## config.mk

```make
export PLATFORM = sky130hd
export DESIGN_NAME = zigzag_varint_decoder_top_flat
export DESIGN_NICKNAME = d
export VERILOG_FILES = /design/src/zzvd_pkg.sv /design/src/zzvd_if.sv /design/src/zzvd_in_stage.sv /design/src/zzvd_core.sv /design/src/zzvd_out_stage.sv /design/src/zigzag_varint_decoder_top.sv /design/src/flat_wrapper.sv
export SDC_FILE = /design/constraint.sdc
export NUM_CORES = 1
export LEC_CHECK = 0
export BUFFER_PORTS_ARGS = -buffer_cell sky130_fd_sc_hd__buf_2
export CORE_ASPECT_RATIO = 0.9
export CORE_MARGIN = 10
export CORE_UTILIZATION = 55
export CTS_CLUSTER_DIAMETER = 50
export DETAILED_ROUTE_END_ITERATION = 6
export GPL_ROUTABILITY_DRIVEN = 0
export HOLD_SLACK_MARGIN = 0.08
export PLACE_DENSITY_LB_ADDON = 0.12
export RECOVER_POWER = 100
export SYNTH_ARGS = -nofsm -noshare
export SYNTH_HDL_FRONTEND = slang
export SYNTH_HIERARCHICAL = 1
export SYNTH_SLANG_ARGS = --single-unit
```

## constraint.sdc

```tcl
create_clock -name i_clk -period 4.45 [get_ports i_clk]
set_input_delay 0.2225 -clock i_clk [delete_from_list [all_inputs] [get_ports i_clk]]
set_output_delay 0.2225 -clock i_clk [all_outputs]
set_load 0.01 [all_outputs]
```

## src/zzvd_pkg.sv

```systemverilog
// Package for the zigzag varint decoder.
// Holds shared constants, codes and payload types; depends on nothing.
package zzvd_pkg;

    // Byte layout of one varint group.
    localparam int unsigned BYTE_W     = 8;
    localparam int unsigned GROUP_BITS = 7;
    localparam int unsigned VALUE_W    = 64;
    localparam int unsigned COUNT_W    = 4;
    localparam int unsigned SHIFT_W    = 6;
    localparam int unsigned HALF_W     = 32;

    // Index of the last byte that may still carry a group (tenth byte).
    localparam logic [COUNT_W-1:0] LAST_GROUP = COUNT_W'(9);

    // Output form selected by the mode field.
    localparam logic [1:0] MODE_PLAIN = 2'd0;
    localparam logic [1:0] MODE_ZZ32  = 2'd1;
    localparam logic [1:0] MODE_ZZ64  = 2'd2;

    // Result status codes.
    localparam logic [1:0] STATUS_OK        = 2'd0;
    localparam logic [1:0] STATUS_OVERFLOW  = 2'd1;
    localparam logic [1:0] STATUS_TRUNCATED = 2'd2;

    // One input byte with its side fields.
    typedef struct packed {
        logic [BYTE_W-1:0] data_byte;
        logic [1:0]        mode;
        logic              end_of_data;
    } t_in_item;

    // One decoded result.
    typedef struct packed {
        logic [VALUE_W-1:0] value;
        logic [1:0]         status;
    } t_result;

    // Final form of a completed raw value according to the mode.
    function automatic logic [VALUE_W-1:0] finish_value(
        input logic [VALUE_W-1:0] raw,
        input logic [1:0]         mode
    );
        logic [HALF_W-1:0]  lo;
        logic [VALUE_W-1:0] res;
        begin
            lo = raw[HALF_W-1:0];
            case (mode)
                MODE_ZZ32: begin
                    res = {{(VALUE_W-HALF_W){1'b0}},
                           (lo >> 1) ^ {HALF_W{lo[0]}}};
                end
                MODE_ZZ64: begin
                    res = (raw >> 1) ^ {VALUE_W{raw[0]}};
                end
                default: begin
                    res = raw;
                end
            endcase
            return res;
        end
    endfunction

endpackage

```

## src/zzvd_if.sv

```systemverilog
// Valid/ready channel interfaces for the varint decoder.
// Depends on zzvd_pkg for payload widths.
interface zzvd_in_if
    import zzvd_pkg::*;
();
    logic              valid;
    logic              ready;
    logic [BYTE_W-1:0] data_byte;
    logic [1:0]        mode;
    logic              end_of_data;

    modport source (output valid, data_byte, mode, end_of_data, input ready);
    modport sink   (input valid, data_byte, mode, end_of_data, output ready);
endinterface

interface zzvd_out_if
    import zzvd_pkg::*;
();
    logic               valid;
    logic               ready;
    logic [VALUE_W-1:0] value;
    logic [1:0]         status;

    modport source (output valid, value, status, input ready);
    modport sink   (input valid, value, status, output ready);
endinterface

```

## src/zzvd_in_stage.sv

```systemverilog
// Input register of the varint decoder: captures one byte request.
// Depends on zzvd_pkg.
module zzvd_in_stage
    import zzvd_pkg::*;
(
    input  logic     i_clk,
    input  logic     i_rst_n,
    input  logic     i_valid,
    output logic     o_ready,
    input  t_in_item i_item,
    input  logic     i_taken,
    output logic     o_valid,
    output t_in_item o_item
);

    logic     r_valid;
    t_in_item r_item;

    // The register may load when empty or when its byte leaves this cycle.
    assign o_ready = !r_valid || i_taken;

    // Valid flag.
    always_ff @(posedge i_clk) begin
        if (!i_rst_n) begin
            r_valid <= 1'b0;
        end else if (o_ready) begin
            r_valid <= i_valid;
        end
    end

    // Payload.
    always_ff @(posedge i_clk) begin
        if (i_valid && o_ready) begin
            r_item <= i_item;
        end
    end

    assign o_valid = r_valid;
    assign o_item  = r_item;

endmodule

```

## src/zzvd_core.sv

```systemverilog
// Decode step of the varint decoder: accumulator, group count and result logic.
// Depends on zzvd_pkg.
module zzvd_core
    import zzvd_pkg::*;
(
    input  logic     i_clk,
    input  logic     i_rst_n,
    input  logic     i_valid,
    input  t_in_item i_item,
    input  logic     i_out_free,
    output logic     o_taken,
    output logic     o_result_valid,
    output t_result  o_result
);

    logic [VALUE_W-1:0] r_acc;
    logic [COUNT_W-1:0] r_cnt;
    logic [VALUE_W-1:0] n_acc;
    logic [COUNT_W-1:0] n_cnt;

    logic [SHIFT_W-1:0] shift;
    logic               cont;
    logic               last;
    logic               has_result;
    logic [VALUE_W-1:0] raw;
    t_result            result;

    // Position of the current group and the value it completes.
    assign shift = SHIFT_W'(r_cnt) * SHIFT_W'(GROUP_BITS);
    assign cont  = i_item.data_byte[BYTE_W-1];
    assign last  = (r_cnt == LAST_GROUP);
    assign raw   = r_acc | ({{(VALUE_W-BYTE_W){1'b0}}, i_item.data_byte} << shift);

    assign has_result = !cont || last || i_item.end_of_data;

    // Result selection; a terminating byte wins over overflow and truncation.
    always_comb begin
        if (!cont) begin
            result.value  = finish_value(raw, i_item.mode);
            result.status = STATUS_OK;
        end else if (last) begin
            result.value  = '0;
            result.status = STATUS_OVERFLOW;
        end else begin
            result.value  = '0;
            result.status = STATUS_TRUNCATED;
        end
    end

    // A byte leaves the input register unless its result would meet a full output.
    assign o_taken        = i_valid && (!has_result || i_out_free);
    assign o_result_valid = o_taken && has_result;
    assign o_result       = result;

    // Next accumulator state: clear after a result, otherwise merge the group.
    always_comb begin
        n_acc = r_acc;
        n_cnt = r_cnt;
        if (o_taken) begin
            if (has_result) begin
                n_acc = '0;
                n_cnt = '0;
            end else begin
                n_acc = r_acc | ({{(VALUE_W-GROUP_BITS){1'b0}},
                                  i_item.data_byte[GROUP_BITS-1:0]} << shift);
                n_cnt = r_cnt + COUNT_W'(1);
            end
        end
    end

    always_ff @(posedge i_clk) begin
        if (!i_rst_n) begin
            r_acc <= '0;
            r_cnt <= '0;
        end else begin
            r_acc <= n_acc;
            r_cnt <= n_cnt;
        end
    end

`ifndef SYNTHESIS
    // The group count never passes the tenth byte.
    a_cnt_range: assert property (@(posedge i_clk) disable iff (!i_rst_n)
        r_cnt <= LAST_GROUP)
        else $error("group count out of range");

    // Every result clears the value state.
    a_clear_after_result: assert property (@(posedge i_clk) disable iff (!i_rst_n)
        o_result_valid |=> (r_cnt == '0) && (r_acc == '0))
        else $error("state not cleared after result");

    // A continuation byte advances the count by one.
    a_count_step: assert property (@(posedge i_clk) disable iff (!i_rst_n)
        (o_taken && !has_result) |=> (r_cnt == $past(r_cnt) + COUNT_W'(1)))
        else $error("group count did not advance");

    // Error results carry a zero value.
    a_error_zero: assert property (@(posedge i_clk) disable iff (!i_rst_n)
        (o_result_valid && (o_result.status != STATUS_OK)) |-> (o_result.value == '0))
        else $error("error result with nonzero value");

    // Overflow only comes from the tenth byte.
    a_overflow_last: assert property (@(posedge i_clk) disable iff (!i_rst_n)
        (o_result_valid && (o_result.status == STATUS_OVERFLOW)) |-> last)
        else $error("overflow before the tenth byte");
`endif

endmodule

```

## src/zzvd_out_stage.sv

```systemverilog
// Output register of the varint decoder: holds one result until it is taken.
// Depends on zzvd_pkg.
module zzvd_out_stage
    import zzvd_pkg::*;
(
    input  logic    i_clk,
    input  logic    i_rst_n,
    input  logic    i_load,
    input  t_result i_result,
    output logic    o_free,
    output logic    o_valid,
    input  logic    i_ready,
    output t_result o_result
);

    logic    r_valid;
    t_result r_result;

    // Free when empty or when the held result is taken this cycle.
    assign o_free = !r_valid || i_ready;

    always_ff @(posedge i_clk) begin
        if (!i_rst_n) begin
            r_valid <= 1'b0;
        end else if (o_free) begin
            r_valid <= i_load;
        end
    end

    always_ff @(posedge i_clk) begin
        if (i_load && o_free) begin
            r_result <= i_result;
        end
    end

    assign o_valid  = r_valid;
    assign o_result = r_result;

endmodule

```

## src/zigzag_varint_decoder_top.sv

```systemverilog
// Zigzag varint decoder: one stream byte in, at most one decoded value out.
// The input channel takes one byte request per cycle, while no ending byte
// waits on a full output, with its mode and an end-of-data mark. Bytes come
// least significant 7-bit group first; top bit set continues the value.
// The output channel gives the value (plain, zigzag at 32 bits or zigzag at
// 64 bits, as chosen by the mode on the terminating byte) and a status:
// ok, overflow on a tenth continuing byte, or truncated at end of data.
// Path: an accepted byte is registered in the input register and decoded
// from there; its result is registered in the output register, where the
// receiver takes it. Throughput: one byte per cycle unless an ending byte
// waits on a full output register; the decode step is a 64-bit shift, OR
// and zigzag select between the input register and the output register.
// Reset clears the accumulator, the group count and both valid flags.
// When the receiver stalls, a held result stays in the output register;
// continuation bytes keep flowing, and only a byte that ends a value waits
// in the input register until the output register frees up.
// Depends on zzvd_pkg, zzvd_if and the zzvd stage modules.
module zigzag_varint_decoder_top
    import zzvd_pkg::*;
(
    input  logic            i_clk,
    input  logic            i_rst_n,
    zzvd_in_if.sink         i_in,
    zzvd_out_if.source      o_out
);

    t_in_item in_item;
    t_in_item s1_item;
    logic     s1_valid;
    logic     taken;
    logic     out_free;
    logic     res_valid;
    t_result  res;
    t_result  out_res;
    logic     in_ready;
    logic     out_valid;

    assign in_item.data_byte   = i_in.data_byte;
    assign in_item.mode        = i_in.mode;
    assign in_item.end_of_data = i_in.end_of_data;

    // Input register.
    zzvd_in_stage u_in_stage (
        .i_clk   (i_clk),
        .i_rst_n (i_rst_n),
        .i_valid (i_in.valid),
        .o_ready (in_ready),
        .i_item  (in_item),
        .i_taken (taken),
        .o_valid (s1_valid),
        .o_item  (s1_item)
    );

    assign i_in.ready = in_ready;

    // Decode step with the value state.
    zzvd_core u_core (
        .i_clk          (i_clk),
        .i_rst_n        (i_rst_n),
        .i_valid        (s1_valid),
        .i_item         (s1_item),
        .i_out_free     (out_free),
        .o_taken        (taken),
        .o_result_valid (res_valid),
        .o_result       (res)
    );

    // Output register.
    zzvd_out_stage u_out_stage (
        .i_clk    (i_clk),
        .i_rst_n  (i_rst_n),
        .i_load   (res_valid),
        .i_result (res),
        .o_free   (out_free),
        .o_valid  (out_valid),
        .i_ready  (o_out.ready),
        .o_result (out_res)
    );

    assign o_out.valid  = out_valid;
    assign o_out.value  = out_res.value;
    assign o_out.status = out_res.status;

endmodule

```

## src/flat_wrapper.sv

```systemverilog
// flat-port wrapper written by rule: the top's interface ports become plain ports
module zigzag_varint_decoder_top_flat import zzvd_pkg::*;
  (i_clk, i_rst_n, i_in_valid, i_in_data_byte, i_in_mode, i_in_end_of_data, i_in_ready, o_out_valid, o_out_value, o_out_status, o_out_ready);
  zzvd_in_if i_in_i ();
  zzvd_out_if o_out_i ();
  input  logic i_clk;
  input  logic i_rst_n;
  input wire logic [$bits(i_in_i.valid)-1:0] i_in_valid;
  input wire logic [$bits(i_in_i.data_byte)-1:0] i_in_data_byte;
  input wire logic [$bits(i_in_i.mode)-1:0] i_in_mode;
  input wire logic [$bits(i_in_i.end_of_data)-1:0] i_in_end_of_data;
  output wire logic [$bits(i_in_i.ready)-1:0] i_in_ready;
  output wire logic [$bits(o_out_i.valid)-1:0] o_out_valid;
  output wire logic [$bits(o_out_i.value)-1:0] o_out_value;
  output wire logic [$bits(o_out_i.status)-1:0] o_out_status;
  input wire logic [$bits(o_out_i.ready)-1:0] o_out_ready;
  assign i_in_i.valid = i_in_valid;
  assign i_in_i.data_byte = i_in_data_byte;
  assign i_in_i.mode = i_in_mode;
  assign i_in_i.end_of_data = i_in_end_of_data;
  assign i_in_ready = i_in_i.ready;
  assign o_out_valid = o_out_i.valid;
  assign o_out_value = o_out_i.value;
  assign o_out_status = o_out_i.status;
  assign o_out_i.ready = o_out_ready;
  zigzag_varint_decoder_top u_core (.i_clk(i_clk), .i_rst_n(i_rst_n), .i_in(i_in_i), .o_out(o_out_i));
endmodule
```

==> results.md, run 1 <==
* Fillers at 1192
* GR Overflow Total at 0
* Root buffer cell: clkbuf_16
* Final max-slew violation count at 67
* R2r startpoint: u_core/u_core/r_cnt[1]$_SDFFE_PN0P_
* Syn Inst Count at 807
* Post-synthesis sequential area ratio at 47.0%
* Total wire length at ~24000 um
* Worst path max stage delay at approximately 0.74 ns
* Clock sink count at 147
* P per Cell Area at 374 nW/um^2
* Mean number of vias per cell at 6.45
* GRT Util Overall at around a quarter
* Postcts setup bufs at 0
* Yosys Warn Count at 6
* Post-synth top area share at 29.3%
* CP max-delay cell: a21oi_1
* Hold path startpoint: u_core/u_core/r_acc[35]$_SDFFE_PN0P_
* Ant. Diodes at 0
* Critical Path End Type: flip-flop
* Final min period at 4.20 ns
* Longest Clk Path Bufs at 2
* Clk slew on worst S/H paths at 0.06 ns
* Met2 Wirelength at 11000 um
* Fin crit share at 94.3%
* Area of the multi-input gates at 3800 sq um
* Routed wire per std cell at 21.9 um
* Starting Density at 56.2%
* Syn Nets at about 840
* Slew @ Worst Pin at 1.52 ns
* Worst path bufs/invs at 3
* Worst VDD drop at 305 uV
* Vias in the first global route at 6774
* Top_reg_cell synth: edfxtp_1
* Post-Syn Area per Cell at 9.79 sq um
* Worst setup path startpoint: u_core/u_core/r_cnt[1]$_SDFFE_PN0P_
* Vert. Die Dim at around 130 um
* Final hold violations at 0
* TritonCTS clock tree: done
* Die area at 19600 sq um
* Post-synth EDFFs at 77
* CP max FO at 31
* Post-route cell area at ~9000 sq um
* Core area at 14100 sq um
* Routed wl met3 at ~2700 um
* Area leader, netlist: edfxtp_1
* Clk_lat worst skew at 0.43 ns
* I/O Buffers at 82
* CTS Buf Count at 17
* Dpl cell area at 8520 sq um
* RSZ-0062 raised after global routing: no
* Synth top cells by count: 91 x a21oi_1, 80 x nor2_1, 77 x edfxtp_1, 70 x dfxtp_1, 43 x xnor2_1
* Vias at 7094
* Cell Rows at 41
* Crit path arrival time at 4.33 ns
* Mapped cell area at between 7000 and 8000 sq um
* Initial antenna violation count at 0
* Most used cell, CP: inv_1
* DIE WIDTH at 146 um
* Pin count of the biggest net entering global routing at 67
* Startpoint types: flip-flop
* M1 WL at 9490 um
* Cells resized by post-CTS repair at 0
* Status: finished with violations
* Final nets at 921
* #FFs+latches synth at ~150
* Fraction of layout cells with a size suffix above 1 at 9.71%
* Slew HR at -1.52%
* Residual DRC at 0
* Maxcap violations at 1
* Iter 0 DRT Violations at 885
* Crit path kind: reg2reg
* Ports at 83
* Synth-to-Final Area Change at 14.8%
* Most common cell in the synthesized netlist: a21oi_1
* First-pass GRT wire length at 37900 um
* Fin Setup TNS at 0 ns
* HPWL after detailed placement at 17000 um
* Pleak at between 0.003 and 0.004 uW
* CP top delay family: compound AO/OA/AOI/OAI gates
* Top routing layer in use: met4
* Critical Path RT at 4.59 ns
* Pre-antenna DRT Iters at 5
* Max Fclk at 238 MHz
* HP Class: reg2reg
* Antenna Nets Post-Route at 0
* Register area at 3710 sq um
* Top cells by area, synth: edfxtp_1 29%, dfxtp_1 18%, a21oi_1 5.8%
* Async S/R FF share, synth at 0%
* Crit path cell chain: inv_1 -> fa_1 -> inv_1 -> ha_1 -> clkbuf_2 -> mux4_2 -> nor2_1 -> a21oi_1 -> a31oi_1 -> xnor2_1 -> o22ai_1
* Synth cell types at 73
* Failing checks: max-capacitance violations, max-slew violations
* Final setup viols at 0
* CTS H-tree depth at 4
* Clock Skew at 0.00774 ns
-- layer usage --
| layer | track usage (%) | vias to the layer above |
|---|---|---|
| met2 | 37.8 | 471 |
| met4 | 11.4 | 0 |
| met5 | 0 | - |
| li1 | - | 3159 |
| met1 | 30.5 | 3394 |
| met3 | 6.77 | 70 |
-- power by group --
group	leakage, uW	internal (uW)	switching (uW)
logic	0.00166	143	288
registers	0.00130	1490	24.3
clock network	0.000281	879	572
-- flip-flops by register name, summed over array words and instances (netlist names) --
name,cells
u_core/u_core/r_acc,64
u_core/u_in_stage/o_item,11
u_core/u_core/r_cnt,4
u_core/u_out_stage/o_valid,1
u_core/u_out_stage/o_result,66
u_core/u_in_stage/o_valid,1
-- worst register-to-register path, stage by stage (launching register included) --
cell      delay (ns)
dfxtp_1         0.46
inv_1           0.15
fa_1            0.53
inv_1           0.04
ha_1            0.29
clkbuf_2        0.40
mux4_2          0.47
nor2_1          0.04
a21oi_1         0.74
a31oi_1         0.38
xnor2_1         0.28
o22ai_1         0.11
-- through the flow --
step | hold slack (ns) | util, % | instances | power, uW | setup WS (ns)
after floorplan | 0.321 | - | 807 | 1830 | 0.577
after global placement | 0.400 | 60.6 | 1053 | 1960 | 0.506
after detailed placement | 0.401 | 60.6 | 1053 | 1960 | 0.462
after CTS | 0.460 | 65.8 | 1099 | 3410 | 0.461
after global routing | 0.484 | 64.5 | 1099 | 3500 | 0.0987
final | 0.462 | 64.5 | 1099 | 3390 | 0.253
-- cell families (layout without fill, tap and decap cells) --
family,Yosys count,in the layout,share of synthesized area [%]
AOI/OAI and AO/OA,273,273,22.6
and+or+nand+nor,222,222,14.2
DFF,147,147,47.0
buffers and inverters,80,179,4.38
xor gates and xnor gates,44,44,4.88
muxes,28,28,4.46
adders and majority gates,13,13,2.44
-- layout make-up --
| class | instances | share of cell area, % |
|---|---|---|
| sequential | 147 | 40.9 |
| inverter | 24 | 0.993 |
| clock buffer | 19 | 4.77 |
| clock inverter | 13 | 1.74 |
| multi-input combinational | 580 | 42.0 |
| tap | 193 | 2.66 |
| timing repair buffer | 123 | 6.94 |
-- what timing repair did --
item,4_1_cts,5_1_grt
endpoints found under the hold margin,15,0
endpoints found under the setup margin,0,0
hold buffers,14,0
-- final timing paths --
path,end,depth (start not counted),slack (ns)
min,u_core/u_core/r_acc[35]$_SDFFE_PN0P_,2,0.46
max,u_core/u_out_stage/o_result[48]$_DFFE_PP_,11,0.25
max reg2reg,u_core/u_out_stage/o_result[48]$_DFFE_PP_,11,0.25
min reg2reg,u_core/u_core/r_acc[35]$_SDFFE_PN0P_,2,0.46
-- cell usage in the layout, fill, tap and decap left out, drive strengths merged, types with 5 or more instances in the layout --
master        n
clkbuf       98
a21oi        92
nor2         81
edfxtp       77
dfxtp        70
xnor2        43
o21ai        42
nand2        39
a31oi        30
buf          30
inv          25
o22ai        21
nand3        17
nor3         17
mux2i        15
dlygate4sd3  14
nand2b       13
o21a         12
and2         11
o211ai       10
or4          10
a21o         10
ha            9
o31ai         8
a21boi        8
mux2          8
a211oi        8
nor2b         7
clkinv        6
mux4          5
a22o          5
No activity file was read; power rests on OpenSTA's default activity.
==> run 2: changes to the inputs <==
- BUFFER_PORTS_ARGS: -buffer_cell sky130_fd_sc_hd__buf_2 -> unset
- DONT_BUFFER_PORTS: unset -> 1
- RECOVER_POWER: 100 -> 25
==> results.md, run 2 (synthesis results as in run 1) <==
* CTS Buf Count at 17
* Root buffer cell: clkbuf_16
* Fin Setup TNS at 0 ns
* Post-CTS Hold Fix Bufs at 14
* Ant. Diodes at 0
* CP max FO at 24
* TritonCTS clock tree: done
* Residual DRC at 0
* Clock sink count at 147
* I/O Buffers at 0
* GR Overflow Total at 0
* Fraction of layout cells with a size suffix above 1 at 12.0%
* Ports at between 80 and 90
* Crit path arrival time at approximately 4.3 ns
* Final hold violations at 0
* Most common cell after layout, fill and taps aside: a21oi_1
* Final nets at 840
* Most frequent cells in the layout: 91 x a21oi_1, 80 x nor2_1, 77 x edfxtp_1, 70 x dfxtp_1, 43 x xnor2_1
* CTS H-tree depth at 4
* Worst VDD drop at between 200 and 250 uV
* Initial antenna violation count at 0
* First-pass GRT wire length at 36800 um
* Vert. Die Dim at ~130 um
* Postcts setup bufs at 0
* Mean number of vias per cell at 6.57
* Status: completed
* Vias in the first global route at ~6400
* Die area at 19600 sq um
* Clock Skew at between 0.007 and 0.008 ns
* Final setup viols at 0
* P per Cell Area at 406 nW/um^2
* Post-route cell area at 8980 sq um
* DIE WIDTH at about 150 um
* Final min period at approximately 4.1 ns
* Slew HR at 19.0%
* Pleak at approximately 0.0032 uW
* Synth-to-Final Area Change at 13.6%
* Cells resized by post-CTS repair at 0
* HPWL after detailed placement at 16800 um
* Routed wire per std cell at 23.0 um
* Clk_lat worst skew at 0.43 ns
* Vias at approximately 6700
* Cell Rows at 41
* Pin count of the biggest net entering global routing at 67
* Maxcap violations at 0
* Dpl cell area at 8130 sq um
* Fin crit share at 92.0%
* Hold depth at 1
* Pre-antenna DRT Iters at 6
* Critical Path RT at 4.62 ns
* Number of flip-flops in the largest register at 66
* Core area at 14100 sq um
* Startpoint types: flip-flop
* Longest Clk Path Bufs at 2
* Max Fclk at 244 MHz
* Crit path kind: reg2reg
* Starting Density at 56.2%
* Slew @ Worst Pin at 1.21 ns
* Iter 0 DRT Violations at 1102
* Total wire length at between 20000 and 25000 um
* Critical Path End Type: flip-flop
* Antenna Nets Post-Route at 0
* RSZ-0062 raised after global routing: no
* FF-to-FF path depth at 11
* Final max-slew violation count at 0
* HP Class: in2reg
* GRT Util Overall at 23.8%
* Clk slew on worst S/H paths at 0.06 ns
==> run 2: cell types whose count changed in the layout (fill, tap and decap cells not counted), moves of 3 or more <==
cell	before	now
buf_4	16	27
and2_1	6	9
and2_0	4	0
buf_2	14	0
clkbuf_1	79	0
bufinv_16	3	7
clkinv_2	3	0
==> run 2: layout make-up <==
class,count,area (sq um)
Sequential cell,147,3710
Timing Repair Buffer,42,363
Fill cell,1173,5080
Inverter,24,90.1
Clock inverter,14,272
Clock buffer,18,439
Multi-Input combinational cell,580,3860
Tap cell,193,241
==> run 2: report_power, final <==
| part | internal (uW) | switching, uW | leakage, uW |
|---|---|---|---|
| Clock | 1130 | 584 | 0.000339 |
| Sequential | 1490 | 47.4 | 0.00130 |
| Combinational | 139 | 255 | 0.00158 |
| Total | 2760 | 887 | 0.00322 |
==> run 2: final timing paths <==
path,endpoint,slack [ns],start
worst max-delay path,u_core/u_out_stage/o_result[11]$_DFFE_PP_,0.36,u_core/u_core/r_cnt[1]$_SDFFE_PN0P_
worst min-delay path,u_core/u_in_stage/o_item[2]$_DFFE_PP_,0.15,i_in_valid
worst max register to register,u_core/u_out_stage/o_result[11]$_DFFE_PP_,0.36,u_core/u_core/r_cnt[1]$_SDFFE_PN0P_
worst min register to register,u_core/u_core/r_acc[35]$_SDFFE_PN0P_,0.46,u_core/u_core/r_acc[35]$_SDFFE_PN0P_
==> run 2: critical path, cell delays in order (launching register included) <==
cell and delay [ns]:
dfxtp_1 0.46, inv_1 0.14, fa_1 0.53, inv_1 0.05
ha_1 0.20, and3b_1 0.23, or4_1 0.68, and2_1 0.40
buf_4 0.29, a211oi_1 0.43, nor4_1 0.09, or3_1 0.32
==> run 2: through the flow <==
step           setup WS, ns  hold WS, ns  total power (uW)  cells  utilization (%)
2_1_floorplan         0.577        0.321              1830    807                -
3_3_place_gp          0.569        0.321              1930    972             57.8
3_5_place_dp          0.377        0.321              1940    972             57.8
4_1_cts               0.376        0.143              3660   1018             63.9
5_1_grt               0.169        0.145              3760   1018             63.9
6_report              0.356        0.150              3650   1018             63.9
==> run 2: metal layers <==
layer / wire (um) / up-vias / GRT usage (%)
li1: - / 3007 / -
met1: 9440 / 3196 / 30.5
met2: 10500 / 404 / 36.7
met3: 2510 / 78 / 6.74
met4: 935 / 0 / 10.3
met5: 0 / - / 0
